[config.mk]
export PLATFORM = sky130hd
export DESIGN_NAME = reflow_profile_sequencer
export DESIGN_NICKNAME = d
export VERILOG_FILES = /design/src/rtl/rps_pkg.sv /design/src/rtl/rps_cfg_regs.sv /design/src/rtl/rps_step.sv /design/src/rtl/reflow_profile_sequencer.sv
export SDC_FILE = /design/constraint.sdc
export NUM_CORES = 1
export LEC_CHECK = 0
export BUFFER_PORTS_ARGS = -buffer_cell sky130_fd_sc_hd__buf_2
export CORE_ASPECT_RATIO = 1.75
export CORE_UTILIZATION = 55
export CTS_BUF_LIST = sky130_fd_sc_hd__clkbuf_8
export DETAILED_ROUTE_END_ITERATION = 10
export MAX_ROUTING_LAYER = met4
export PLACE_DENSITY = 0.81
export SYNTH_ARGS = -nofsm -noshare
export SYNTH_HDL_FRONTEND = slang
export SYNTH_SLANG_ARGS = --single-unit
[constraint.sdc]
create_clock -name aclk -period 9.7 [get_ports aclk]
set_clock_uncertainty 0.1 [all_clocks]
set_input_delay 0.485 -clock aclk [delete_from_list [all_inputs] [get_ports aclk]]
set_output_delay 0.485 -clock aclk [all_outputs]
set_load 0.02 [all_outputs]
[src/rtl/rps_pkg.sv]
// Shared types, constants and helper functions for the reflow profile sequencer.
// Used by rps_cfg_regs, rps_step and reflow_profile_sequencer.
package rps_pkg;

    localparam int RPS_TEMP_FRAC_BITS = 4;
    localparam int RPS_ELAPSED_WIDTH  = 16;

    localparam int TEMP_W    = 13;
    localparam int RAMP_W    = 8;
    localparam int HOLD_W    = 16;
    localparam int PHASE_W   = 2;
    localparam int CFG_IDX_W = 3;
    localparam int CFG_DW    = 16;
    localparam int IN_DW     = 16;
    localparam int OUT_DW    = 32;

    localparam logic [TEMP_W-1:0] TEMP_SAT = {TEMP_W{1'b1}};

    typedef enum logic [CFG_IDX_W-1:0] {
        REG_SOAK_TARGET   = 3'd0,
        REG_SOAK_RAMP     = 3'd1,
        REG_SOAK_HOLD     = 3'd2,
        REG_REFLOW_TARGET = 3'd3,
        REG_REFLOW_RAMP   = 3'd4,
        REG_REFLOW_HOLD   = 3'd5,
        REG_COOL_FLOOR    = 3'd6,
        REG_COOL_RAMP     = 3'd7
    } cfg_index_t;

    typedef enum logic [3:0] {
        PH_IDLE   = 4'b0001,
        PH_SOAK   = 4'b0010,
        PH_REFLOW = 4'b0100,
        PH_COOL   = 4'b1000
    } phase_t;

    localparam logic [PHASE_W-1:0] PH_CODE_IDLE   = 2'd0;
    localparam logic [PHASE_W-1:0] PH_CODE_SOAK   = 2'd1;
    localparam logic [PHASE_W-1:0] PH_CODE_REFLOW = 2'd2;
    localparam logic [PHASE_W-1:0] PH_CODE_COOL   = 2'd3;

    typedef struct packed {
        logic [TEMP_W-1:0] soak_target;
        logic [RAMP_W-1:0] soak_ramp;
        logic [HOLD_W-1:0] soak_hold;
        logic [TEMP_W-1:0] reflow_target;
        logic [RAMP_W-1:0] reflow_ramp;
        logic [HOLD_W-1:0] reflow_hold;
        logic [TEMP_W-1:0] cool_floor;
        logic [RAMP_W-1:0] cool_ramp;
    } cfg_t;

    localparam cfg_t CFG_RESET = '{
        soak_target:   13'd2400,
        soak_ramp:     8'd16,
        soak_hold:     16'd90,
        reflow_target: 13'd3680,
        reflow_ramp:   8'd16,
        reflow_hold:   16'd60,
        cool_floor:    13'd800,
        cool_ramp:     8'd32
    };

    function automatic phase_t next_phase(input phase_t p);
        phase_t n;
        case (p)
            PH_IDLE:   n = PH_SOAK;
            PH_SOAK:   n = PH_REFLOW;
            PH_REFLOW: n = PH_COOL;
            PH_COOL:   n = PH_IDLE;
            default:   n = PH_IDLE;
        endcase
        return n;
    endfunction

    function automatic logic [PHASE_W-1:0] phase_code(input phase_t p);
        logic [PHASE_W-1:0] c;
        case (p)
            PH_IDLE:   c = PH_CODE_IDLE;
            PH_SOAK:   c = PH_CODE_SOAK;
            PH_REFLOW: c = PH_CODE_REFLOW;
            PH_COOL:   c = PH_CODE_COOL;
            default:   c = PH_CODE_IDLE;
        endcase
        return c;
    endfunction

endpackage

[src/rtl/rps_cfg_regs.sv]
// Configuration register bank of the reflow profile sequencer.
// Depends on rps_pkg for the register index codes, cfg_t and reset values.
module rps_cfg_regs (
    input  logic                           aclk,
    input  logic                           aresetn,
    input  logic                           cfg_we,
    input  logic [rps_pkg::CFG_IDX_W-1:0]  cfg_index,
    input  logic [rps_pkg::CFG_DW-1:0]     cfg_wdata,
    output rps_pkg::cfg_t                  cfg
);
    import rps_pkg::*;

    cfg_t cfg_reg;
    cfg_t cfg_next;

    always_comb begin
        cfg_next = cfg_reg;
        if (cfg_we) begin
            case (cfg_index)
                REG_SOAK_TARGET:   cfg_next.soak_target   = cfg_wdata[TEMP_W-1:0];
                REG_SOAK_RAMP:     cfg_next.soak_ramp     = cfg_wdata[RAMP_W-1:0];
                REG_SOAK_HOLD:     cfg_next.soak_hold     = cfg_wdata[HOLD_W-1:0];
                REG_REFLOW_TARGET: cfg_next.reflow_target = cfg_wdata[TEMP_W-1:0];
                REG_REFLOW_RAMP:   cfg_next.reflow_ramp   = cfg_wdata[RAMP_W-1:0];
                REG_REFLOW_HOLD:   cfg_next.reflow_hold   = cfg_wdata[HOLD_W-1:0];
                REG_COOL_FLOOR:    cfg_next.cool_floor    = cfg_wdata[TEMP_W-1:0];
                REG_COOL_RAMP:     cfg_next.cool_ramp     = cfg_wdata[RAMP_W-1:0];
                default:           cfg_next = cfg_reg;
            endcase
        end
    end

    always_ff @(posedge aclk) begin
        if (!aresetn) begin
            cfg_reg <= CFG_RESET;
        end else begin
            cfg_reg <= cfg_next;
        end
    end

    assign cfg = cfg_reg;

endmodule

[src/rtl/rps_step.sv]
// Next-state logic of one control pass: press, phase entry, ramp, hold, cooldown.
// Depends on rps_pkg for phase_t, cfg_t and the phase helper functions.
module rps_step #(
    parameter int TEMP_FRAC_BITS = rps_pkg::RPS_TEMP_FRAC_BITS,
    parameter int ELAPSED_WIDTH  = rps_pkg::RPS_ELAPSED_WIDTH
) (
    input  rps_pkg::cfg_t                 cfg,
    input  logic [rps_pkg::TEMP_W-1:0]    meas,
    input  logic                          press,
    input  logic                          tick,
    input  rps_pkg::phase_t               phase_cur,
    input  rps_pkg::phase_t               entered_cur,
    input  logic [rps_pkg::TEMP_W-1:0]    setpoint_cur,
    input  logic [ELAPSED_WIDTH-1:0]      elapsed_cur,
    output rps_pkg::phase_t               phase_nxt,
    output rps_pkg::phase_t               entered_nxt,
    output logic [rps_pkg::TEMP_W-1:0]    setpoint_nxt,
    output logic [ELAPSED_WIDTH-1:0]      elapsed_nxt
);
    import rps_pkg::*;

    localparam int SW = TEMP_W + 1;
    localparam int CW = (ELAPSED_WIDTH > HOLD_W) ? ELAPSED_WIDTH : HOLD_W;
    localparam logic [SW-1:0] HALF     = SW'((1 << TEMP_FRAC_BITS) >> 1);
    localparam logic [SW-1:0] FRAC_CLR = ~SW'((1 << TEMP_FRAC_BITS) - 1);
    localparam logic [ELAPSED_WIDTH-1:0] EL_ONE = ELAPSED_WIDTH'(1);

    logic [SW-1:0]            rnd_sum;
    logic [SW-1:0]            rnd_trunc;
    logic [TEMP_W-1:0]        rnd;
    phase_t                   ph1;
    phase_t                   ent1;
    logic [TEMP_W-1:0]        sp1;
    logic [ELAPSED_WIDTH-1:0] el1;
    logic [ELAPSED_WIDTH-1:0] el_up;
    logic [SW-1:0]            soak_sum;
    logic [SW-1:0]            reflow_sum;
    logic [TEMP_W-1:0]        cool_gap;

    always_comb begin
        rnd_sum   = {1'b0, meas} + HALF;
        rnd_trunc = rnd_sum & FRAC_CLR;
        rnd       = rnd_trunc[SW-1] ? TEMP_SAT : rnd_trunc[TEMP_W-1:0];

        ph1  = press ? next_phase(phase_cur) : phase_cur;
        ent1 = entered_cur;
        sp1  = setpoint_cur;
        el1  = elapsed_cur;
        if (ph1 != PH_IDLE && ph1 != entered_cur) begin
            case (ph1)
                PH_SOAK:   sp1 = (rnd < cfg.soak_target) ? rnd : cfg.soak_target;
                PH_REFLOW: sp1 = (rnd < cfg.reflow_target) ? rnd : cfg.reflow_target;
                PH_COOL:   sp1 = (rnd > cfg.cool_floor) ? rnd : cfg.cool_floor;
                default:   sp1 = setpoint_cur;
            endcase
            el1  = '0;
            ent1 = ph1;
        end

        el_up      = (&el1) ? el1 : el1 + EL_ONE;
        soak_sum   = {1'b0, sp1} + SW'(cfg.soak_ramp);
        reflow_sum = {1'b0, sp1} + SW'(cfg.reflow_ramp);
        cool_gap   = sp1 - cfg.cool_floor;

        phase_nxt    = ph1;
        setpoint_nxt = sp1;
        elapsed_nxt  = el1;
        if (tick) begin
            case (ph1)
                PH_SOAK: begin
                    if (sp1 < cfg.soak_target) begin
                        setpoint_nxt = soak_sum[SW-1] ? TEMP_SAT : soak_sum[TEMP_W-1:0];
                    end else begin
                        elapsed_nxt = el_up;
                        if (CW'(el_up) >= CW'(cfg.soak_hold)) begin
                            phase_nxt = next_phase(ph1);
                        end
                    end
                end
                PH_REFLOW: begin
                    if (sp1 < cfg.reflow_target) begin
                        setpoint_nxt = (reflow_sum > SW'(cfg.reflow_target)) ?
                                       cfg.reflow_target : reflow_sum[TEMP_W-1:0];
                    end else begin
                        elapsed_nxt = el_up;
                        if (CW'(el_up) >= CW'(cfg.reflow_hold)) begin
                            phase_nxt = next_phase(ph1);
                        end
                    end
                end
                PH_COOL: begin
                    if (sp1 > cfg.cool_floor) begin
                        setpoint_nxt = (cool_gap > TEMP_W'(cfg.cool_ramp)) ?
                                       sp1 - TEMP_W'(cfg.cool_ramp) : cfg.cool_floor;
                    end else if (meas <= cfg.cool_floor) begin
                        phase_nxt = next_phase(ph1);
                    end
                    elapsed_nxt = el_up;
                end
                default: begin
                    phase_nxt = ph1;
                end
            endcase
        end

        entered_nxt = (phase_nxt == PH_IDLE) ? PH_IDLE : ent1;
    end

endmodule

[src/rtl/reflow_profile_sequencer.sv]
// Top level of the reflow profile sequencer: stream ports, state and result registers.
// Depends on rps_pkg, rps_cfg_regs and rps_step.
//
// Usage:
//   Each transfer on the s_ channel is one control pass carrying the averaged plate
//   temperature and the button-hold and one-second tick flags. Each pass yields
//   exactly one result transfer on the m_ channel with the phase, setpoint,
//   elapsed seconds and heater enable after that pass, in order.
//   The input register loads at the input transfer edge and the result register
//   loads when the pass advances. Throughput: one pass per cycle while the receiver
//   accepts results; the phase state feeds back through a single register, so
//   passes follow back to back.
//   When the receiver stalls, the result register holds and the input register
//   holds one more pass; s_tready drops only when both are full.
//   Configuration writes on cfg_we/cfg_index/cfg_wdata take effect at the next
//   edge and belong to idle periods with no pass in flight.
//   Reset (aresetn low, synchronous): registers return to defaults, phase idle,
//   setpoint and elapsed count zero, both channels empty.
module reflow_profile_sequencer #(
    parameter int TEMP_FRAC_BITS = rps_pkg::RPS_TEMP_FRAC_BITS,
    parameter int ELAPSED_WIDTH  = rps_pkg::RPS_ELAPSED_WIDTH
) (
    input  logic                           aclk,
    input  logic                           aresetn,
    input  logic                           s_tvalid,
    output logic                           s_tready,
    // [12:0] measured_temp, [13] press_hold, [14] second_tick, [15] zero
    input  logic [rps_pkg::IN_DW-1:0]      s_tdata,
    output logic                           m_tvalid,
    input  logic                           m_tready,
    // [1:0] phase, [14:2] setpoint, [30:15] elapsed_seconds, [31] heater_enable
    output logic [rps_pkg::OUT_DW-1:0]     m_tdata,
    input  logic                           cfg_we,
    input  logic [rps_pkg::CFG_IDX_W-1:0]  cfg_index,
    input  logic [rps_pkg::CFG_DW-1:0]     cfg_wdata
);
    import rps_pkg::*;

    localparam int EXT_W = (ELAPSED_WIDTH > HOLD_W) ? ELAPSED_WIDTH : HOLD_W;

    cfg_t                     cfg;
    logic                     in_valid_reg;
    logic [TEMP_W-1:0]        in_meas_reg;
    logic                     in_press_reg;
    logic                     in_tick_reg;
    logic                     out_valid_reg;
    logic [OUT_DW-1:0]        out_data_reg;
    phase_t                   phase_reg;
    phase_t                   entered_reg;
    logic [TEMP_W-1:0]        setpoint_reg;
    logic [ELAPSED_WIDTH-1:0] elapsed_reg;
    phase_t                   phase_next;
    phase_t                   entered_next;
    logic [TEMP_W-1:0]        setpoint_next;
    logic [ELAPSED_WIDTH-1:0] elapsed_next;
    logic [EXT_W-1:0]         elapsed_ext;
    logic                     adv;
    logic                     s_xfer;

    rps_cfg_regs u_cfg (
        .aclk      (aclk),
        .aresetn   (aresetn),
        .cfg_we    (cfg_we),
        .cfg_index (cfg_index),
        .cfg_wdata (cfg_wdata),
        .cfg       (cfg)
    );

    rps_step #(
        .TEMP_FRAC_BITS (TEMP_FRAC_BITS),
        .ELAPSED_WIDTH  (ELAPSED_WIDTH)
    ) u_step (
        .cfg          (cfg),
        .meas         (in_meas_reg),
        .press        (in_press_reg),
        .tick         (in_tick_reg),
        .phase_cur    (phase_reg),
        .entered_cur  (entered_reg),
        .setpoint_cur (setpoint_reg),
        .elapsed_cur  (elapsed_reg),
        .phase_nxt    (phase_next),
        .entered_nxt  (entered_next),
        .setpoint_nxt (setpoint_next),
        .elapsed_nxt  (elapsed_next)
    );

    assign adv         = in_valid_reg && (!out_valid_reg || m_tready);
    assign s_tready    = !in_valid_reg || adv;
    assign s_xfer      = s_tvalid && s_tready;
    assign elapsed_ext = EXT_W'(elapsed_next);

    always_ff @(posedge aclk) begin
        if (!aresetn) begin
            in_valid_reg  <= 1'b0;
            out_valid_reg <= 1'b0;
            phase_reg     <= PH_IDLE;
            entered_reg   <= PH_IDLE;
            setpoint_reg  <= '0;
            elapsed_reg   <= '0;
        end else begin
            if (s_xfer) begin
                in_valid_reg <= 1'b1;
            end else if (adv) begin
                in_valid_reg <= 1'b0;
            end
            if (adv) begin
                out_valid_reg <= 1'b1;
                phase_reg     <= phase_next;
                entered_reg   <= entered_next;
                setpoint_reg  <= setpoint_next;
                elapsed_reg   <= elapsed_next;
            end else if (m_tready) begin
                out_valid_reg <= 1'b0;
            end
        end
    end

    always_ff @(posedge aclk) begin
        if (s_xfer) begin
            in_meas_reg  <= s_tdata[TEMP_W-1:0];
            in_press_reg <= s_tdata[TEMP_W];
            in_tick_reg  <= s_tdata[TEMP_W+1];
        end
        if (adv) begin
            out_data_reg <= {phase_next != PH_IDLE, elapsed_ext[HOLD_W-1:0],
                             setpoint_next, phase_code(phase_next)};
        end
    end

    assign m_tvalid = out_valid_reg;
    assign m_tdata  = out_data_reg;

`ifndef NO_ASSERTIONS
    a_heater_matches_phase: assert property (@(posedge aclk) disable iff (!aresetn)
        m_tvalid |-> (m_tdata[OUT_DW-1] == (m_tdata[PHASE_W-1:0] != PH_CODE_IDLE)))
        else $error("heater_enable disagrees with phase");

    a_idle_entered: assert property (@(posedge aclk) disable iff (!aresetn)
        (phase_reg == PH_IDLE) |-> (entered_reg == PH_IDLE))
        else $error("entered phase not cleared in idle");

    a_state_holds: assert property (@(posedge aclk) disable iff (!aresetn)
        !adv |=> ($stable(phase_reg) && $stable(setpoint_reg) && $stable(elapsed_reg)))
        else $error("state changed without a pass");

    a_pass_gives_result: assert property (@(posedge aclk) disable iff (!aresetn)
        adv |=> out_valid_reg)
        else $error("pass did not produce a result");
`endif

endmodule
==> flow_summary_export.csv, run 1 <==
group,metric,value,unit
status,outcome,"complete, no violations",
route,vias,14037,
sta,period_needed,8.82,ns
floorplanning,core_area,0.0253,mm²
yosys,syn_area,0.0142,mm²
yosys,async_flop_share,0,
layout,num-fill-cells,2355,
worst_hold_path,hold_class,"input port to register",
route,viasPerCell,6.49,
sta,setup_tns,0,ns
worst_setup_path,worstPathArrival,9.00,ns
route,drt_iter0_drc,1403,
grt,grt.overflow.total,0,
power,power.leakage,0.00645,µW
floorplanning,io_pins,74,
grt,antenna_found_initial,1,
clocking,cts_tree,"done",
layout,multiInputGateArea,0.00937,mm²
worst_setup_path,critPathSlowestCell,"nor3_1",
floorplanning,dieArea,0.0266,mm²
power,p_per_area,142,mW/mm²
grt,use_met1,0.411,
worst_setup_path,cp-end-kind,"register",
place,pre_cts_ws,1.04,ns
route,wl_per_cell,23.2,µm
clocking,clock_path_buffers,2,
place,dpl_cell_area,0.0150,mm²
place,port_buffers,72,
sta,setup_ws,0.877,ns
grt,grt_pass1_wl,76.6,mm
yosys,syn_area_per_cell,7.99,µm²
clocking,clock_latency,0.53,ns
place,hpwlAfterDp,38.2,mm
layout,layout-drive-gt1-share,0.107,
sta,worstMarginPinSlew,1.26,ns
yosys,syn_inst,1783,
route,first_pass_iters,8,
worst_setup_path,cp-start-kind,"register",
place,dp_cells,2132,
sta,slew_headroom,0.151,
clocking,post_cts_resized,0,
clocking,clock-sinks,181,
sta,clock.fmax,0.113,GHz
yosys,ys_warn_count,0,
clocking,root_buffer,"clkbuf_8",
power,ir_drop,0.106,mV
sta,rsz0062_at_grt,"false",
floorplanning,start_util,0.562,
worst_setup_path,critPathRequiredTime,9.88,ns
layout,stdcell_count,2164,
worst_setup_path,slowest_delay,0.55,ns
layout,postLayoutCoreUtil,0.606,
grt,grt_util_all_layers,0.400,
job,cap_viol_max_count,0,
route,remaining_drc_errors,0,
grt,gr-usage-met3,0.0722,
layout,area.sequential,0.00409,mm²
route,wl,50.1,mm
sta,maxSlewViolCount,0,
yosys,ys_ff_latch,181,
yosys,syn-num-nets,1986,
worst_setup_path,crit_type,"register to register",
grt,grt_pass1_vias,13662,
yosys,ys_types,95,
yosys,ys.flop_type,"dfxtp_1",
grt,use_met2,0.641,
sta,period_share,0.910,
yosys,yosysSeqAreaShare,0.287,
clocking,numCtsBuffers,17,
layout,area_delta_synth_final,7.84,%
clocking,cts_setup_buffers,0,
layout,largest_register_ffs,95,
floorplanning,fp.dieW,124,µm
sta,setup_viol,0,
floorplanning,rows,77,
sta,finalHoldViolations,0,
clocking,cts_hold_buf,0,
yosys,synth_edf_count,47,
layout,nNetsFinal,2038,
worst_setup_path,critPathMaxFanout,8,
clocking,htree_levels,4,
clocking,clk_pin_slew,0.10,ns
grt,grt_max_degree,87,
place,gp_congestion,1.04,
floorplanning,die_h,215,µm
layout,final_area,0.0154,mm²
grt,top_usage_layer,"met2",
route,drtAntennaViolNets,0,
layer usage:
layer  wire, µm  part of all wire
met2      24100              0.48
met4       5160              0.10
met3       3430             0.069
met1      17500              0.35
met5          0                 0
report_power, final:
part / switching (µW) / leakage, µW / internal [µW]
combinational: 522 / 0.00469 / 278
clock: 305 / 0.000214 / 246
sequential: 25.6 / 0.00154 / 808
critical path: cells and delay by family (launching register included):
family	cells	cell delay (ns)
mux	2	0.69
flops	1	0.54
xor+xnor	1	0.19
fa+ha+maj	3	0.82
buf+inv	2	0.34
simple gates	12	3.22
compound gates	11	2.68
cell usage after synthesis, types with 18 or more instances:
library cell	n	share of area
nand2_1	321	0.085
a21oi_1	170	0.060
ha_1	159	0.14
dfxtp_1	134	0.19
inv_1	118	0.031
o21ai_0	103	0.036
nor2_1	76	0.020
nand3_1	53	0.019
clkbuf_1	51	0.013
edfxtp_1	47	0.099
a21o_1	42	0.022
nand4_1	36	0.016
o211ai_1	35	0.018
nor3_1	29	0.010
xnor2_1	26	0.016
mux2i_1	22	0.015
o21a_1	20	0.011
xor2_1	20	0.012
nand2b_1	19	0.0083
and2_1	18	0.0079
metrics by stage:
stage          hold slack, ns  power [µW]
2_1_floorplan           0.336        1380
3_3_place_gp            0.344        1610
3_5_place_dp            0.348        1620
4_1_cts                0.0107        2160
5_1_grt                0.0227        2280
6_report               0.0185        2180
final timing paths:
| check | to | cells after the start | start | slack (ns) |
|---|---|---|---|---|
| setup / recovery | m_tdata[13]$_DFFE_PP_ | 31 | in_meas_reg[5]$_DFFE_PP_ | 0.88 |
| hold / removal | in_meas_reg[1]$_DFFE_PP_ | 1 | s_tdata[1] | 0.02 |
| setup reg to reg | m_tdata[13]$_DFFE_PP_ | 31 | in_meas_reg[5]$_DFFE_PP_ | 0.88 |
| hold reg to reg | u_cfg.cfg[65]$_SDFFE_PN0P_ | 2 | u_cfg.cfg[65]$_SDFFE_PN0P_ | 0.36 |
layout by cell type, fill, tap and decap left out, types with 42 or more instances in the layout:
cell type	count
dfxtp_1	134
nor2_1	76
a21oi_1	170
edfxtp_1	47
ha_1	159
a21o_1	42
nand3_1	53
buf_2	72
inv_1	117
o21ai_0	102
nand2_1	321
cell families (layout without fill, tap and decap cells):
kind of cell | count (synthesis) | count (layout) | share of synthesized area
AOI/OAI and AO/OA | 546 | 546 | 0.260
DFF | 181 | 181 | 0.287
xor gates and xnor gates | 46 | 46 | 0.0283
other | 0 | 1 | 0
and+or+nand+nor | 623 | 623 | 0.203
muxes | 27 | 27 | 0.0194
adders and majority gates | 163 | 163 | 0.145
buffers and inverters | 197 | 261 | 0.0560
area by class of cell:
cell class / instances / share of cell area
antenna: 1 / 0.000163
clock buffer: 19 / 0.0170
clock inverter: 12 / 0.00937
inverter: 120 / 0.0296
multi-input combinational: 1405 / 0.610
sequential: 181 / 0.266
tap: 316 / 0.0257
timing repair buffer: 110 / 0.0420
Note: power is estimated with default switching activity, not from simulation.
==> inputs of run 2 (changes only) <==
==> constraint.sdc (replaced) <==
create_clock -name aclk -period 9.7 [get_ports aclk]
set_clock_uncertainty 0.1 [all_clocks]
set_input_delay 1.94 -clock aclk [delete_from_list [all_inputs] [get_ports aclk]]
set_output_delay 1.94 -clock aclk [all_outputs]
set_load 0.02 [all_outputs]
==> run 2 against run 1 <==
  * Worst setup slack worse by 0.42 ns
  * Non-clock buffer count up 1
  * Critical path depth down 3
  * Critical endpoint is now m_tdata[10]$_DFFE_PP_
  * Global-route usage up 0.47 points
  * Clock power up 1%
==> flow_summary_export.csv, run 2 (synthesized netlist as in run 1, its figures left out) <==
group,metric,value,unit
sta,maxSlewViolCount,0,
power,p_sw,878,µW
sta,finalHoldViolations,0,
power,power.share.combinational,0.369,
worst_setup_path,reg2reg_slack,0.45,ns
layout,stdcell_count,2166,
grt,grt.overflow.total,0,
route,first_pass_iters,9,
worst_setup_path,crit_type,"register to register",
sta,period_share,0.953,
grt,antenna_found_initial,1,
worst_setup_path,critPathSlowestCell,"a211oi_1",
route,wl_met3,3.63,mm
route,wl_per_cell,23.5,µm
sta,rsz0062_at_grt,"false",
worst_setup_path,cp-end-kind,"register",
layout,nNetsFinal,2039,
floorplanning,fp.dieW,124,µm
grt,grt_pass1_vias,13922,
worst_setup_path,r2r_end,"m_tdata[10]$_DFFE_PP_",
clocking,htree_levels,4,
layout,num-fill-cells,2309,
clocking,cts_tree,"done",
floorplanning,die_h,215,µm
grt,grt_util_all_layers,0.404,
floorplanning,start_util,0.562,
route,maxUsedRoutingLayer,"met4",
sta,slew_headroom,0.0528,
floorplanning,core_area,0.0253,mm²
layout,largest_register_ffs,95,
power,p_clk_frac,0.253,
clocking,clock_path_buffers,2,
floorplanning,io_pins,74,
power,ir_drop,0.111,mV
worst_setup_path,critPathRequiredTime,9.86,ns
route,wl_met1,17.0,mm
floorplanning,rows,77,
clocking,clock-sinks,181,
place,port_buffers,72,
sta,clock.fmax,0.108,GHz
power,p_int,1330,µW
worst_setup_path,endpoint,"m_tdata[10]$_DFFE_PP_",
worst_setup_path,r2r_cells,28,
power,p_per_area,143,mW/mm²
route,drt_iter0_drc,1229,
clocking,clock_latency,0.53,ns
sta,setup_tns,0,ns
route,wl,50.8,mm
power,pwr-share-seq,0.378,
power,p_total,2210,µW
route,route.met2.wl,24.5,mm
layout,layout_common_cells,"nand2_1, a21oi_1, ha_1, dfxtp_1, inv_1",
sta,setup_ws,0.455,ns
place,dp_cells,2131,
route,viasPerCell,6.60,
grt,grt_pass1_wl,77.2,mm
worst_setup_path,worstPathArrival,9.41,ns
worst_setup_path,critPathMaxFanout,12,
layout,layout-drive-gt1-share,0.110,
worst_setup_path,r2r_start,"in_meas_reg[4]$_DFFE_PP_",
floorplanning,dieArea,0.0266,mm²
clocking,root_buffer,"clkbuf_8",
place,gp_congestion,1.03,
place,pre_cts_ws,0.493,ns
route,vias,14301,
layout,postLayoutCoreUtil,0.608,
power,p_sw_frac,0.397,
worst_setup_path,crit_path_start,"in_meas_reg[4]$_DFFE_PP_",
sta,period_needed,9.25,ns
status,outcome,"complete, no violations",
place,hpwlAfterDp,38.6,mm
worst_setup_path,cp-start-kind,"register",
layout,area_delta_synth_final,8.10,%
layout,mostFrequentLayoutCell,"nand2_1",
sta,worstMarginPinSlew,1.42,ns
clocking,clk_pin_slew,0.10,ns
sta,setup_viol,0,
route,remaining_drc_errors,0,
clocking,cts_hold_buf,0,
power,power.leakage,0.00645,µW
worst_setup_path,crit_top_cell,"nand2_1",
job,cap_viol_max_count,0,
grt,grt_max_degree,83,
worst_setup_path,slowest_delay,0.91,ns
worst_hold_path,hold_class,"register to register",
clocking,numCtsBuffers,17,
route,drtAntennaViolNets,0,
-- run 2: final cells by class --
type                            count  area [µm²]  area share
Tap cell                          316         395      0.0257
Multi-Input combinational cell   1405        9380       0.609
Clock inverter                     14         170      0.0110
Inverter                          120         455      0.0296
Timing Repair Buffer              111         653      0.0424
Antenna cell                        1        2.50    0.000162
Clock buffer                       18         248      0.0161
Sequential cell                   181        4090       0.266
-- run 2: layer usage --
| layer | vias up | GRT usage |
|---|---|---|
| met1 | 6679 | 0.387 |
| met4 | 0 | 0.373 |
| li1 | 6593 | - |
| met5 | - | - |
| met3 | 313 | 0.0990 |
| met2 | 716 | 0.651 |
-- run 2: per-stage QoR --
stage | instance area (µm²) | hold WS (ns)
CTS | 15400 | 0.364
global route | 15400 | 0.385
global placement | 14900 | 0.343
floorplan | 14200 | 0.336
detailed placement | 14900 | 0.349
finish | 15400 | 0.363
-- run 2: power groups by stage --
stage          Sequential (µW)  Clock [µW]  Combinational (µW)
6_report                   835         559                 815
4_1_cts                    834         561                 783
2_1_floorplan              851           0                 530
3_5_place_dp               851           0                 779
3_3_place_gp               850           0                 763
5_1_grt                    839         586                 877
-- run 2: repair_timing --
| item | 4_1_cts | 5_1_grt |
|---|---|---|
| gates resized for setup | 0 | 3 |
| buffers inserted | 0 | 2 |
| endpoints found under the setup margin | 0 | 26 |
-- run 2: worst min path at each step --
stage | slack, ns | to | from | cells after the start
global route | 0.38 | u_cfg.cfg[7]$_SDFFE_PN0P_ | u_cfg.cfg[7]$_SDFFE_PN0P_ | 2
finish | 0.36 | u_cfg.cfg[65]$_SDFFE_PN0P_ | u_cfg.cfg[65]$_SDFFE_PN0P_ | 2
floorplan | 0.34 | u_cfg.cfg[12]$_SDFFE_PN0P_ | u_cfg.cfg[12]$_SDFFE_PN0P_ | 2
detailed placement | 0.35 | u_cfg.cfg[69]$_SDFFE_PN0P_ | u_cfg.cfg[69]$_SDFFE_PN0P_ | 2
CTS | 0.36 | u_cfg.cfg[69]$_SDFFE_PN0P_ | u_cfg.cfg[69]$_SDFFE_PN0P_ | 2
global placement | 0.34 | u_cfg.cfg[36]$_SDFFE_PN0P_ | u_cfg.cfg[36]$_SDFFE_PN0P_ | 2
-- run 2: worst max-delay path, delay by kind of cell (launching register included) --
family	cells	cell delay (ns)
adders and majority gates	3	0.81
and+or+nand+nor	11	2.71
DFF	1	0.48
buffers and inverters	2	0.55
AOI/OAI and AO/OA	12	4.34
